File: src/rtl/fsra_pkg.sv
// Shared types and constants of the feed success rate adapter.
`timescale 1ns / 1ps
package fsra_pkg;

  localparam int CntW  = 32;
  localparam int TimeW = 48;
  localparam int FactW = 10;
  localparam int StepW = 8;
  localparam int QuotW = 16;

  localparam logic [FactW-1:0] FACTOR_RESET = 10'd256;
  localparam logic [FactW-1:0] MIN_RESET    = 10'd128;
  localparam logic [FactW-1:0] MAX_RESET    = 10'd384;
  localparam logic [StepW-1:0] STEP_RESET   = 8'd13;

  localparam logic [1:0] REG_MIN  = 2'd0;
  localparam logic [1:0] REG_MAX  = 2'd1;
  localparam logic [1:0] REG_STEP = 2'd2;

  localparam logic STATUS_OK  = 1'b0;
  localparam logic STATUS_ERR = 1'b1;

  // Request to the shared divider: remainder start, low dividend bits, divisor.
  typedef struct packed {
    logic            start;
    logic [CntW-1:0] rem;
    logic [QuotW-1:0] low;
    logic [CntW-1:0] den;
  } div_req_t;

endpackage

File: src/rtl/fsra_div.sv
// Shared restoring divider, one quotient bit per cycle, 16 bits per run.
`timescale 1ns / 1ps
module fsra_div (
  input  logic                          clk_i,
  input  logic                          rst_ni,
  input  fsra_pkg::div_req_t            req_i,
  output logic                          done_o,
  output logic [fsra_pkg::QuotW-1:0]    quot_o
);

  logic                          busy_q, busy_d;
  logic                          done_q, done_d;
  logic [3:0]                    cnt_q, cnt_d;
  logic [fsra_pkg::CntW-1:0]     rem_q, rem_d;
  logic [fsra_pkg::QuotW-1:0]    low_q, low_d;
  logic [fsra_pkg::CntW-1:0]     den_q, den_d;
  logic [fsra_pkg::QuotW-1:0]    quot_q, quot_d;
  logic [fsra_pkg::CntW:0]       trial;
  logic [fsra_pkg::CntW:0]       diff;
  logic                          fits;

  assign trial = {rem_q, low_q[fsra_pkg::QuotW-1]};
  assign diff  = trial - {1'b0, den_q};
  assign fits  = trial >= {1'b0, den_q};

  always_comb begin
    busy_d = busy_q;
    done_d = 1'b0;
    cnt_d  = cnt_q;
    rem_d  = rem_q;
    low_d  = low_q;
    den_d  = den_q;
    quot_d = quot_q;
    if (req_i.start) begin
      busy_d = 1'b1;
      cnt_d  = 4'd15;
      rem_d  = req_i.rem;
      low_d  = req_i.low;
      den_d  = req_i.den;
    end else if (busy_q) begin
      rem_d  = fits ? diff[fsra_pkg::CntW-1:0] : trial[fsra_pkg::CntW-1:0];
      low_d  = {low_q[fsra_pkg::QuotW-2:0], 1'b0};
      quot_d = {quot_q[fsra_pkg::QuotW-2:0], fits};
      cnt_d  = cnt_q - 4'd1;
      if (cnt_q == 4'd0) begin
        busy_d = 1'b0;
        done_d = 1'b1;
      end
    end
  end

  always_ff @(posedge clk_i or negedge rst_ni) begin
    if (!rst_ni) begin
      busy_q <= 1'b0;
      done_q <= 1'b0;
      cnt_q  <= 4'd0;
    end else begin
      busy_q <= busy_d;
      done_q <= done_d;
      cnt_q  <= cnt_d;
    end
  end

  always_ff @(posedge clk_i) begin
    rem_q  <= rem_d;
    low_q  <= low_d;
    den_q  <= den_d;
    quot_q <= quot_d;
  end

  assign done_o = done_q;
  assign quot_o = quot_q;

  a_no_start_busy : assert property (@(posedge clk_i) disable iff (!rst_ni)
    req_i.start |-> !busy_q) else $error("divider started while busy");
  a_done_idle : assert property (@(posedge clk_i) disable iff (!rst_ni)
    done_q |-> !busy_q) else $error("divider done while busy");
  a_last_step : assert property (@(posedge clk_i) disable iff (!rst_ni)
    (busy_q && !req_i.start && cnt_q == 4'd0) |=> done_q)
    else $error("divider missed done after last step");

endmodule

File: src/rtl/feed_success_rate_adapter_top.sv
// Top level of the feed success rate adapter: registers, sequencer, channel state.
`timescale 1ns / 1ps
// One input beat reports a feed attempt (channel, success flag, feed time).
// One output beat returns status, new rate factor, success ratio and mean
// successful feed time for that channel. Both channels are valid/ready.
// Limits and step are set over the APB-style port (min 0x0, max 0x4,
// step 0x8); pready is always high. The user makes writes only while the
// block is idle; the block itself does not enforce this. After its input
// beat an in-range attempt passes one update step, two ratio compares, one
// factor adjust that also starts the ratio run, two 16-step runs of the
// shared restoring divider, each ending in a done strobe, one setup step
// before the mean run, one final step and the output register. With no
// successes, or a mean that saturates, the mean run is skipped. An
// out-of-range channel goes straight to the final step.
// One item is in work at a time; in_ready_o is high only when idle, so a
// new item waits until the last has left the sequencer. The result sits
// in an output register; a new item is taken while it waits, and the sequencer
// holds in its final state if the receiver still stalls the earlier beat.
// Reset clears all counters, sets every factor to 256 and the registers to
// their defaults.
module feed_success_rate_adapter_top #(
  parameter int NUM_CHANNELS = 4
) (
  input  logic        clk_i,
  input  logic        rst_ni,
  input  logic        psel,
  input  logic        penable,
  input  logic        pwrite,
  input  logic [3:0]  paddr,
  input  logic [31:0] pwdata,
  output logic [31:0] prdata,
  output logic        pready,
  input  logic        in_valid_i,
  output logic        in_ready_o,
  input  logic [2:0]  channel_i,
  input  logic        feed_success_i,
  input  logic [15:0] feed_time_ms_i,
  output logic        out_valid_o,
  input  logic        out_ready_i,
  output logic        status_o,
  output logic [9:0]  rate_factor_o,
  output logic [16:0] success_ratio_o,
  output logic [15:0] mean_feed_time_ms_o
);

  localparam int CntW  = fsra_pkg::CntW;
  localparam int TimeW = fsra_pkg::TimeW;
  localparam int FactW = fsra_pkg::FactW;
  localparam int StepW = fsra_pkg::StepW;
  localparam int QuotW = fsra_pkg::QuotW;
  localparam int ChW   = (NUM_CHANNELS > 1) ? $clog2(NUM_CHANNELS) : 1;
  localparam logic [3:0] NumCh = 4'(NUM_CHANNELS);

  localparam logic [3:0] ST_IDLE  = 4'd0;
  localparam logic [3:0] ST_UPD   = 4'd1;
  localparam logic [3:0] ST_CMPLO = 4'd2;
  localparam logic [3:0] ST_CMPHI = 4'd3;
  localparam logic [3:0] ST_ADJ   = 4'd4;
  localparam logic [3:0] ST_DIVR  = 4'd5;
  localparam logic [3:0] ST_MCHK  = 4'd6;
  localparam logic [3:0] ST_DIVM  = 4'd7;
  localparam logic [3:0] ST_FIN   = 4'd8;

  // configuration
  logic [FactW-1:0] min_q, max_q;
  logic [StepW-1:0] step_q;
  logic             cfg_wr;

  assign pready = 1'b1;
  assign cfg_wr = psel && penable && pwrite;

  always_ff @(posedge clk_i or negedge rst_ni) begin
    if (!rst_ni) begin
      min_q  <= fsra_pkg::MIN_RESET;
      max_q  <= fsra_pkg::MAX_RESET;
      step_q <= fsra_pkg::STEP_RESET;
    end else if (cfg_wr) begin
      case (paddr[3:2])
        fsra_pkg::REG_MIN:  min_q  <= pwdata[FactW-1:0];
        fsra_pkg::REG_MAX:  max_q  <= pwdata[FactW-1:0];
        fsra_pkg::REG_STEP: step_q <= pwdata[StepW-1:0];
        default: ;
      endcase
    end
  end

  always_comb begin
    case (paddr[3:2])
      fsra_pkg::REG_MIN:  prdata = {22'd0, min_q};
      fsra_pkg::REG_MAX:  prdata = {22'd0, max_q};
      fsra_pkg::REG_STEP: prdata = {24'd0, step_q};
      default:            prdata = 32'd0;
    endcase
  end

  // channel state
  logic [CntW-1:0]  att_q  [NUM_CHANNELS];
  logic [CntW-1:0]  suc_q  [NUM_CHANNELS];
  logic [TimeW-1:0] tot_q  [NUM_CHANNELS];
  logic [FactW-1:0] fact_q [NUM_CHANNELS];

  // item work registers
  logic [3:0]       state_q;
  logic [2:0]       ch_q;
  logic             ok_q;
  logic [15:0]      t_q;
  logic [CntW-1:0]  a_q, s_q;
  logic [TimeW-1:0] tt_q;
  logic [FactW-1:0] f_q;
  logic             lo_q, hi_q;
  logic             status_q;
  logic [16:0]      ratio_q;
  logic [15:0]      mean_q;

  logic [ChW-1:0]   idx;
  logic [CntW-1:0]  a_new, s_new;
  logic [TimeW:0]   tsum;
  logic [TimeW-1:0] t_new;
  logic [CntW+2:0]  s5, a4;
  logic [CntW+4:0]  s20, a19;
  logic [FactW:0]   f_dn, f_up;
  logic [FactW-1:0] f_new;
  logic             in_fire, out_free, s_eq_a;
  fsra_pkg::div_req_t div_req;
  logic             div_done;
  logic [QuotW-1:0] div_quot;

  assign idx      = ch_q[ChW-1:0];
  assign in_ready_o = (state_q == ST_IDLE);
  assign in_fire  = in_valid_i && in_ready_o;
  assign out_free = !out_valid_o || out_ready_i;

  assign a_new = (att_q[idx] == '1) ? att_q[idx] : att_q[idx] + 1'b1;
  assign s_new = (ok_q && suc_q[idx] != '1) ? suc_q[idx] + 1'b1 : suc_q[idx];
  assign tsum  = {1'b0, tot_q[idx]} + {33'd0, t_q};
  assign t_new = !ok_q ? tot_q[idx] : (tsum[TimeW] ? '1 : tsum[TimeW-1:0]);

  assign s5  = {3'b000, s_q} + {1'b0, s_q, 2'b00};
  assign a4  = {1'b0, a_q, 2'b00};
  assign s20 = {1'b0, s_q, 4'b0000} + {3'b000, s_q, 2'b00};
  assign a19 = {1'b0, a_q, 4'b0000} + {4'b0000, a_q, 1'b0} + {5'b00000, a_q};

  assign f_dn = {1'b0, f_q} - {3'b000, step_q};
  assign f_up = {1'b0, f_q} + {3'b000, step_q};
  assign s_eq_a = (s_q == a_q);

  always_comb begin
    f_new = f_q;
    if (lo_q && f_q > min_q) begin
      f_new = ($signed(f_dn) < $signed({1'b0, min_q})) ? min_q : f_dn[FactW-1:0];
    end else if (hi_q && f_q < max_q) begin
      f_new = (f_up > {1'b0, max_q}) ? max_q : f_up[FactW-1:0];
    end
  end

  always_comb begin
    div_req = '0;
    if (state_q == ST_ADJ) begin
      div_req.start = 1'b1;
      div_req.rem   = s_eq_a ? '0 : s_q;
      div_req.low   = '0;
      div_req.den   = a_q;
    end else if (state_q == ST_MCHK && s_q != '0 && tt_q[TimeW-1:QuotW] < s_q) begin
      div_req.start = 1'b1;
      div_req.rem   = tt_q[TimeW-1:QuotW];
      div_req.low   = tt_q[QuotW-1:0];
      div_req.den   = s_q;
    end
  end

  fsra_div u_div (
    .clk_i  (clk_i),
    .rst_ni (rst_ni),
    .req_i  (div_req),
    .done_o (div_done),
    .quot_o (div_quot)
  );

  always_ff @(posedge clk_i or negedge rst_ni) begin
    if (!rst_ni) begin
      state_q <= ST_IDLE;
      for (int i = 0; i < NUM_CHANNELS; i++) begin
        att_q[i]  <= '0;
        suc_q[i]  <= '0;
        tot_q[i]  <= '0;
        fact_q[i] <= fsra_pkg::FACTOR_RESET;
      end
    end else begin
      case (state_q)
        ST_IDLE: begin
          if (in_fire) begin
            state_q <= ({1'b0, channel_i} >= NumCh) ? ST_FIN : ST_UPD;
          end
        end
        ST_UPD: begin
          att_q[idx] <= a_new;
          suc_q[idx] <= s_new;
          tot_q[idx] <= t_new;
          state_q    <= ST_CMPLO;
        end
        ST_CMPLO: state_q <= ST_CMPHI;
        ST_CMPHI: state_q <= ST_ADJ;
        ST_ADJ: begin
          fact_q[idx] <= f_new;
          state_q     <= ST_DIVR;
        end
        ST_DIVR: begin
          if (div_done) state_q <= ST_MCHK;
        end
        ST_MCHK: state_q <= div_req.start ? ST_DIVM : ST_FIN;
        ST_DIVM: begin
          if (div_done) state_q <= ST_FIN;
        end
        ST_FIN: begin
          if (out_free) state_q <= ST_IDLE;
        end
        default: state_q <= ST_IDLE;
      endcase
    end
  end

  always_ff @(posedge clk_i) begin
    case (state_q)
      ST_IDLE: begin
        if (in_fire) begin
          ch_q     <= channel_i;
          ok_q     <= feed_success_i;
          t_q      <= feed_time_ms_i;
          status_q <= ({1'b0, channel_i} >= NumCh) ? fsra_pkg::STATUS_ERR
                                                   : fsra_pkg::STATUS_OK;
          f_q      <= '0;
          ratio_q  <= '0;
          mean_q   <= '0;
        end
      end
      ST_UPD: begin
        a_q  <= a_new;
        s_q  <= s_new;
        tt_q <= t_new;
        f_q  <= fact_q[idx];
      end
      ST_CMPLO: lo_q <= s5 < a4;
      ST_CMPHI: hi_q <= s20 > a19;
      ST_ADJ: begin
        f_q         <= f_new;
        ratio_q[16] <= s_eq_a;
      end
      ST_DIVR: begin
        if (div_done) ratio_q[15:0] <= div_quot;
      end
      ST_MCHK: begin
        if (s_q == '0) mean_q <= '0;
        else if (!div_req.start) mean_q <= '1;
      end
      ST_DIVM: begin
        if (div_done) mean_q <= div_quot;
      end
      default: ;
    endcase
  end

  // output register
  logic        out_valid_q;
  logic        out_status_q;
  logic [9:0]  out_fact_q;
  logic [16:0] out_ratio_q;
  logic [15:0] out_mean_q;

  always_ff @(posedge clk_i or negedge rst_ni) begin
    if (!rst_ni) begin
      out_valid_q <= 1'b0;
    end else if (state_q == ST_FIN && out_free) begin
      out_valid_q <= 1'b1;
    end else if (out_ready_i) begin
      out_valid_q <= 1'b0;
    end
  end

  always_ff @(posedge clk_i) begin
    if (state_q == ST_FIN && out_free) begin
      out_status_q <= status_q;
      out_fact_q   <= f_q;
      out_ratio_q  <= ratio_q;
      out_mean_q   <= mean_q;
    end
  end

  assign out_valid_o         = out_valid_q;
  assign status_o            = out_status_q;
  assign rate_factor_o       = out_fact_q;
  assign success_ratio_o     = out_ratio_q;
  assign mean_feed_time_ms_o = out_mean_q;

endmodule

File: config.mk
export PLATFORM = sky130hd
export DESIGN_NAME = feed_success_rate_adapter_top
export DESIGN_NICKNAME = d
export VERILOG_FILES = /design/src/rtl/fsra_pkg.sv /design/src/rtl/fsra_div.sv /design/src/rtl/feed_success_rate_adapter_top.sv
export SDC_FILE = /design/constraint.sdc
export NUM_CORES = 2
export LEC_CHECK = 0
export BUFFER_PORTS_ARGS = -buffer_cell sky130_fd_sc_hd__clkbuf_2
export CORE_MARGIN = 2
export CORE_UTILIZATION = 61
export DETAILED_ROUTE_END_ITERATION = 16
export PLACE_DENSITY = 0.85
export SLEW_MARGIN = 20
export SYNTH_ARGS = -nofsm -noshare
export SYNTH_HDL_FRONTEND = slang
export SYNTH_SLANG_ARGS = --single-unit
export TNS_END_PERCENT = 20
File: constraint.sdc
create_clock -name clk_i -period 6.8 [get_ports clk_i]
set_input_delay 0.34 -clock clk_i [delete_from_list [all_inputs] [get_ports clk_i]]
set_output_delay 0.34 -clock clk_i [all_outputs]
set_load 0.05 [all_outputs]
# Word-level counts from Yosys, hierarchy flattened
# Index checks and enable logic that the tools add are counted.
[word_totals]
word_cells = 187
reg_bits = 844
output_inout_bits = 79
input_bits = 63
[op_classes]
eq_ne = 18
magnitude_cmp = 11
mux = 67
n_reduce_logical = 33
n_addsub = 11
bitwise_logic = 2
[op_table]
columns = ["operator", "n"]
rows = [
  ["32-bit two-way mux", 11],
  ["128-bit bitwise mux", 2],
  ["48-bit two-way mux", 5],
  ["192-bit bitwise mux", 1],
  ["81-bit two-way mux", 2],
  ["32-bit binary-select mux with 2-bit select", 2],
  ["48-bit binary-select mux with 2-bit select", 1],
  ["48-bit demux with 2-bit select", 1],
  ["16-bit two-way mux", 6],
  ["10-bit two-way mux", 8],
  ["32-bit by 1-bit adder with 32-bit output, second input constant", 2],
  ["32-bit demux with 2-bit select", 1],
  ["10-bit one-hot mux with 3 select lines", 2],
  ["48-bit by 16-bit adder with 49-bit output", 1],
  ["16-bit one-hot mux with 3 select lines", 1],
  ["40-bit bitwise mux", 1],
  ["36-bit by 33-bit adder with 37-bit output", 1],
  ["36-bit by 34-bit adder with 37-bit output", 1],
  ["37-bit by 32-bit adder with 37-bit output", 1],
  ["37-bit > comparator", 1],
  ["4-bit one-hot mux with 9 select lines", 1],
  ["32-bit by 34-bit adder with 35-bit output", 1],
  ["35-bit by 34-bit < comparator with 1-bit output", 1],
  ["33-bit by 32-bit >= comparator with 1-bit output", 1],
  ["44 further kinds", 87],
]

# Depth between registers and ports, before layout
[logic_depth]
depth_word = 8
mapped_depth = 24

# Modules after synthesis
# A second synthesis with hierarchy kept.
[hier_totals]
cells_unflattened = 4561
area_unflattened_um2 = 48089.9
[modules_own_cells]
columns = ["mod", "cells_each", "seq_area_each_um2", "area_per_inst_um2", "instances"]
rows = [
  ["feed_success_rate_adapter_top", 4032, 19686.4, 42115.4, 1],
  ["fsra_div", 529, 3032.9, 5974.5, 1],
]

# Least setup slack after synthesis
# Ideal clock, no wire load.
[synth_path]
path_type = "reg-to-reg"
startpoint = "register state_q[3]"
endpoint = "register f_q[2] (data pin)"
arrival_time_ns = 4.898
stages_incl_launch_ff = 6
setup_slack_ns = 1.748
path_buffers = 2
required_ns = 6.645
setup_time_ns = 0.155
path_cell_list = "dfrtp_1 > clkbuf_1 > nor3_1 > clkbuf_1 > a22oi_1 > nand2_1"
[synth_between]
elab_chain_cells = 2
[synth_lines]
columns = ["item", "line", "rtl"]
rows = [
  ["from (decl)", "feed_success_rate_adapter_top.sv:103", "logic [3:0] state_q;"],
  ["from (signal assigned)", "feed_success_rate_adapter_top.sv:192", "state_q <= ({1'b0, channel_i} >= NumCh) ? ST_FIN : ST_UPD;"],
  ["from (signal assigned)", "feed_success_rate_adapter_top.sv:210", "ST_MCHK: state_q <= div_req.start ? ST_DIVM : ST_FIN;"],
  ["4-bit by 3-bit == test with 1-bit output (tied with other cells)", "feed_success_rate_adapter_top.sv:223", "case (state_q)"],
  ["10-bit one-hot mux with 3 select lines *", "feed_success_rate_adapter_top.sv:223", ""],
  ["to (signal assigned)", "feed_success_rate_adapter_top.sv:240", "f_q <= fact_q[idx];"],
  ["to (signal assigned)", "feed_success_rate_adapter_top.sv:245", "f_q <= f_new;"],
  ["to (decl)", "feed_success_rate_adapter_top.sv:109", "logic [FactW-1:0] f_q;"],
]
# Mark *: on every way between the ends. The rest lies on a longest branch, timed or not.
# A chain may end at the register's enable or synchronous reset.

# Worst setup path after layout
[layout_path]
startpoint = "register a_q[10]"
endpoint = "register hi_q (data pin)"
[layout_between]
elab_chain_cells = 3
[layout_lines]
columns = ["item", "line", "rtl"]
rows = [
  ["from (decl)", "feed_success_rate_adapter_top.sv:107", "logic [CntW-1:0] a_q, s_q;"],
  ["from (signal assigned)", "feed_success_rate_adapter_top.sv:237", "a_q <= a_new;"],
  ["36-bit by 33-bit adder with 37-bit output", "feed_success_rate_adapter_top.sv:141", "assign a19 = {1'b0, a_q, 4'b0000} + {4'b0000, a_q, 1'b0} + {5'b00000, a_q};"],
  ["37-bit by 32-bit adder with 37-bit output *", "feed_success_rate_adapter_top.sv:141", ""],
  ["37-bit > comparator *", "feed_success_rate_adapter_top.sv:243", "ST_CMPHI: hi_q <= s20 > a19;"],
  ["to (signal assigned)", "feed_success_rate_adapter_top.sv:243", ""],
  ["to (decl)", "feed_success_rate_adapter_top.sv:110", "logic lo_q, hi_q;"],
]
# Marks and branches as above.

==> results.txt <==
----------------------------------------------------
[Synthesis]
  Post-synth EDFFs ... 317
  Post-synthesis async set-or-reset flop share ... 62.4%
  Portion of the post-synthesis area used by sequential elements ... 48.1%
  Average cell area after synthesis ... 10.9 um2
  Simple-gate share of the synthesized area ... 11.3%
  XOR/XNOR share of the synthesized area ... 4.15%
  Cell type contributing the most total cell area after synthesis ... sky130_fd_sc_hd__dfrtp_1
  Multiplexer share of the synthesized area ... 10.7%
  Combinational family with the most area after synthesis ... compound AO/OA/AOI/OAI gates
  Warnings from Yosys ... 0
  Leading post-synthesis cells by cell area ... sky130_fd_sc_hd__dfrtp_1 (27%), sky130_fd_sc_hd__edfxtp_1 (20%), sky130_fd_sc_hd__ha_1 (7.1%)
  Mapped cell area ... 0.0472 mm2
  Cells after Synth ... 4,328
  Adder and majority gate portion of the synthesized area ... 8.57%
  Fraction of the mapped netlist area in compound gates ... 12.7%
  Distinct cells, synth ... 95
  Commonest register cell after synthesis ... sky130_fd_sc_hd__dfrtp_1
  Portion of synthesized cell area occupied by the leading cell type ... 27.4%
  Synthesis-stage register bit count ... 844

[Floorplan]
  Die extent in y ... 282 um
  Rows ... 102
  Chip width ... 282 um
  Total core area ... 0.0771 mm2
  Effective utilization at floorplan ... 61.3%
  Die Area ... 0.0797 mm2
  I/O Pins ... 142

[Worst setup path]
  Worst R2R Start ... a_q[10]$_DFFE_PP_
  Number of cells on the worst reg-to-reg path ... 21
  Kind of end point of the critical path ... flop
  Crit path from ... a_q[10]$_DFFE_PP_
  Setup crit start kind ... flop
  Required arrival time at the worst endpoint ... 7.17 ns
  Crit-path max FO ... 6
  Arrival time at the worst endpoint ... 6.47 ns
  Setup CP Type ... reg -> reg

[Timing]
  Max frequency ... 0.164 GHz
  Final Max Slew Viols ... 0
  Normalized max-slew margin ... 27.9%
  Final Critical Period ... 6.11 ns
  Maximum clock skew at final layout ... 0.0382 ns
  TNS Setup ... 0 ns
  Crit share post-route ... 89.8%
  Setup repair after global routing missed its margin ... no
  Least-Margin Pin Slew ... 1.08 ns
  Worst hold slack across all endpoints ... 0.0550 ns
  Number of hold-slack violations in the final timing report ... 0
  Final setup violation count ... 0

[Clock tree]
  Clock insertion delay at the later pin of the skew report ... 0.66 ns
  TritonCTS buffer count ... 88
  Clock-pin transition on the worst setup and hold timing paths ... 0.06 ns
  Total number of H-tree levels ... 3
  # Post-CTS Setup Buffers ... 0
  TritonCTS clock tree ... yes
  Sinks on Clock Net ... 844
  PostCTS Resize Cnt ... 0
  Buffer type at the clock tree root ... sky130_fd_sc_hd__clkbuf_16
  Max clock buf depth ... 3

[Power]
  Sequential Power Share ... 32.4%
  Net load switching power ... 9.78 mW
  Reported leakage power ... 23.0 nW
  Fraction of power consumed by the clock network ... 20.1%
  Largest voltage drop on the vdd net ... 0.000286 V
  Net Sw Frac ... 40.9%
  Fraction of power consumed by combinational cells ... 47.6%
  Power density over the cells ... 462 mW/mm2
  Cell-internal power ... 14.1 mW

[Worst hold path]
  Worst hold-check path type ... in -> reg
  Worst min-delay path startpoint ... out_ready_i
  Worst Hold Depth ... 3

[Routing]
  Via count normalized by instance count ... 6.27
  Final wirelength ... 117 mm
  WL per Instance ... 21.2 um
  Starting DRT DRC Count ... 3,696
  Number of design rule violations left after detail routing ... 0
  Iteration count of the initial detailed-routing pass ... 8
  Detailed-route via count ... 34.5k
  Antenna-violating nets left ... 0

[Global routing]
  Largest net degree at the start of global routing ... 173
  Number of global-route vias before repair ... 34.9k
  Number of antenna violations at the first check in global routing ... 1
  Global-route usage over all layers ... 29.4%
  First-pass GRT wire length ... 185 mm
  Overflow left after global routing ... 0

[Cells and area]
  Share of layout cells above drive strength 1 ... 13.4%
  Final nets ... 4,758
  Final standard cell count with taps included and fillers excluded ... 5,504
  Final antenna diode count ... 0
  Synth-to-Final Area Change ... 9.39%

[Place]
  GPL Wtd Cong ... 0.946
  Number of placed instances, taps included ... 5,311
  Number of port buffers ... 94
  Total half-perimeter wirelength after legalization and detailed placement ... 77.1 mm

[Status]
  Outcome ... completed

[Flow run]
  Maxcap violations ... 0

----------------------------------------------------
[layout by cell type (no fill, tap or decap), types with 38 or more instances in the layout]
cell                        Yosys  routed
sky130_fd_sc_hd__a21o_1        93      93
sky130_fd_sc_hd__nand2b_1      39      39
sky130_fd_sc_hd__nor2b_1       39      38
sky130_fd_sc_hd__ha_1         269     269
sky130_fd_sc_hd__dfrtp_1      517     517
sky130_fd_sc_hd__o21ai_0      510     510
sky130_fd_sc_hd__xnor2_1      136     136
sky130_fd_sc_hd__mux2i_1       55      55
sky130_fd_sc_hd__nand3_1       53      52
sky130_fd_sc_hd__clkbuf_16      0      90
sky130_fd_sc_hd__nand2_1      656     653
sky130_fd_sc_hd__inv_1        274     273
sky130_fd_sc_hd__clkbuf_2       0      93
sky130_fd_sc_hd__mux4_2        98      98
sky130_fd_sc_hd__a21oi_1      132     131
sky130_fd_sc_hd__mux2_2       151     151
sky130_fd_sc_hd__xor2_1        84      84
sky130_fd_sc_hd__nor2_1       120     119
sky130_fd_sc_hd__nand4_1       58      58
sky130_fd_sc_hd__edfxtp_1     317     317
[cell usage after synthesis, drive strengths merged (19+ instances only)]
| master | n |
|---|---|
| o21ai | 530 |
| nand2b | 39 |
| nor4 | 20 |
| xor2 | 85 |
| nand4 | 60 |
| a21o | 93 |
| edfxtp | 317 |
| mux4 | 120 |
| nand3 | 53 |
| mux2i | 55 |
| nand2 | 660 |
| o21a | 26 |
| clkbuf | 144 |
| a31oi | 28 |
| buf | 71 |
| nor3 | 39 |
| dfrtp | 517 |
| ha | 269 |
| a21oi | 132 |
| fa | 34 |
| a211oi | 19 |
| o211ai | 22 |
| inv | 274 |
| nor2 | 125 |
| xnor2 | 137 |
| a22oi | 35 |
| mux2 | 151 |
| and2 | 36 |
| and3 | 34 |
| nor2b | 39 |
[registers in the layout (all words and copies together), names as in the netlist, 16 cells and up]
| signal | cells |
|---|---|
| tot_q | 192 |
| att_q | 128 |
| suc_q | 128 |
| tt_q | 48 |
| fact_q | 40 |
| a_q | 32 |
| s_q | 32 |
| u_div.den_q | 32 |
| u_div.rem_q | 32 |
| ratio_q | 17 |
| success_ratio_o | 17 |
| mean_feed_time_ms_o | 16 |
| mean_q | 16 |
| t_q | 16 |
| u_div.low_q | 16 |
| u_div.quot_o | 16 |
[through the flow]
| stage | util, % | instance area [um2] | setup slack [ns] | total power [mW] |
|---|---|---|---|---|
| after floorplan | - | 47300 | 1.75 | 15.9 |
| after CTS | 67.0 | 51700 | 0.855 | 23.7 |
| after global placement | 62.9 | 48500 | 1.02 | 18.3 |
| final | 67.0 | 51700 | 0.694 | 23.9 |
| after detailed placement | 62.9 | 48500 | 0.988 | 18.7 |
| after global routing | 67.0 | 51700 | 0.107 | 25.4 |
[repair_timing]
item,4_1_cts,5_1_grt
setup endpoints to repair,0,0
endpoints found under the hold margin,164,0
hold buffers,31,0
[area by class of cell]
type,count,area (um2)
fillers,5387,25400
flip-flops and latches,844,22700
multi-input cells,3016,22600
clock buffers,121,2520
well taps,1040,1300
repair buffers,168,1190
inverters,274,1030
clock inverters,41,353
[logic make-up after synthesis]
group	after synthesis
adder cells (fa/ha/maj)	303
AO/OA/AOI/OAI	991
other	2
XOR/XNOR	222
multiplexers	326
AND/OR/NAND/NOR	1151
buffers and inverters	489
flip-flops	844
[critical path, cell delays in order, from the launching register on]
cell	delay, ns
sky130_fd_sc_hd__edfxtp_1	0.53
sky130_fd_sc_hd__fa_1	0.55
sky130_fd_sc_hd__ha_1	0.41
sky130_fd_sc_hd__nand4_1	0.17
sky130_fd_sc_hd__or2_2	0.31
sky130_fd_sc_hd__a2111oi_0	0.84
sky130_fd_sc_hd__o311ai_0	0.39
sky130_fd_sc_hd__a21oi_1	0.34
sky130_fd_sc_hd__nor2_1	0.08
sky130_fd_sc_hd__a21oi_1	0.20
sky130_fd_sc_hd__a21oi_1	0.12
sky130_fd_sc_hd__o21bai_1	0.16
sky130_fd_sc_hd__xnor2_1	0.15
sky130_fd_sc_hd__ha_1	0.27
sky130_fd_sc_hd__o21ai_0	0.08
sky130_fd_sc_hd__nand2b_1	0.07
sky130_fd_sc_hd__a21o_1	0.17
sky130_fd_sc_hd__a21o_1	0.17
sky130_fd_sc_hd__a21o_1	0.17
sky130_fd_sc_hd__a221oi_1	0.36
sky130_fd_sc_hd__nor2b_1	0.18
sky130_fd_sc_hd__a21boi_0	0.09
[per-layer routing]
metal,track usage [%],part of all wire [%],vias up
li1,-,-,15599
met1,38.6,39,17031
met2,49.1,49,1520
met3,4.76,7.6,373
met4,12.2,3.9,2
met5,0,0.012,-
[final timing paths]
kind                                                          end  slack [ns]
worst max-delay path                               hi_q$_DFFE_PP_        0.69
worst min-delay path                      out_valid_o$_DFFE_PN0P_        0.06
worst max register to register                     hi_q$_DFFE_PP_        0.69
worst min register to register  mean_feed_time_ms_o[11]$_DFFE_PP_        0.41
max in group asynchronous                    min_q[8]$_DFFE_PN0P_        4.85
min in group asynchronous                   suc_q[25]$_DFFE_PN0P_        0.32
[power groups by stage]
| stage | Sequential (mW) | Combinational, mW | Clock, mW |
|---|---|---|---|
| after floorplan | 7.50 | 8.43 | 0 |
| after global placement | 7.69 | 10.6 | 0 |
| after detailed placement | 7.75 | 10.9 | 0 |
| after CTS | 7.69 | 11.1 | 4.84 |
| after global routing | 7.81 | 12.5 | 5.05 |
| final | 7.73 | 11.4 | 4.79 |
(Power assumes the default switching activity.)
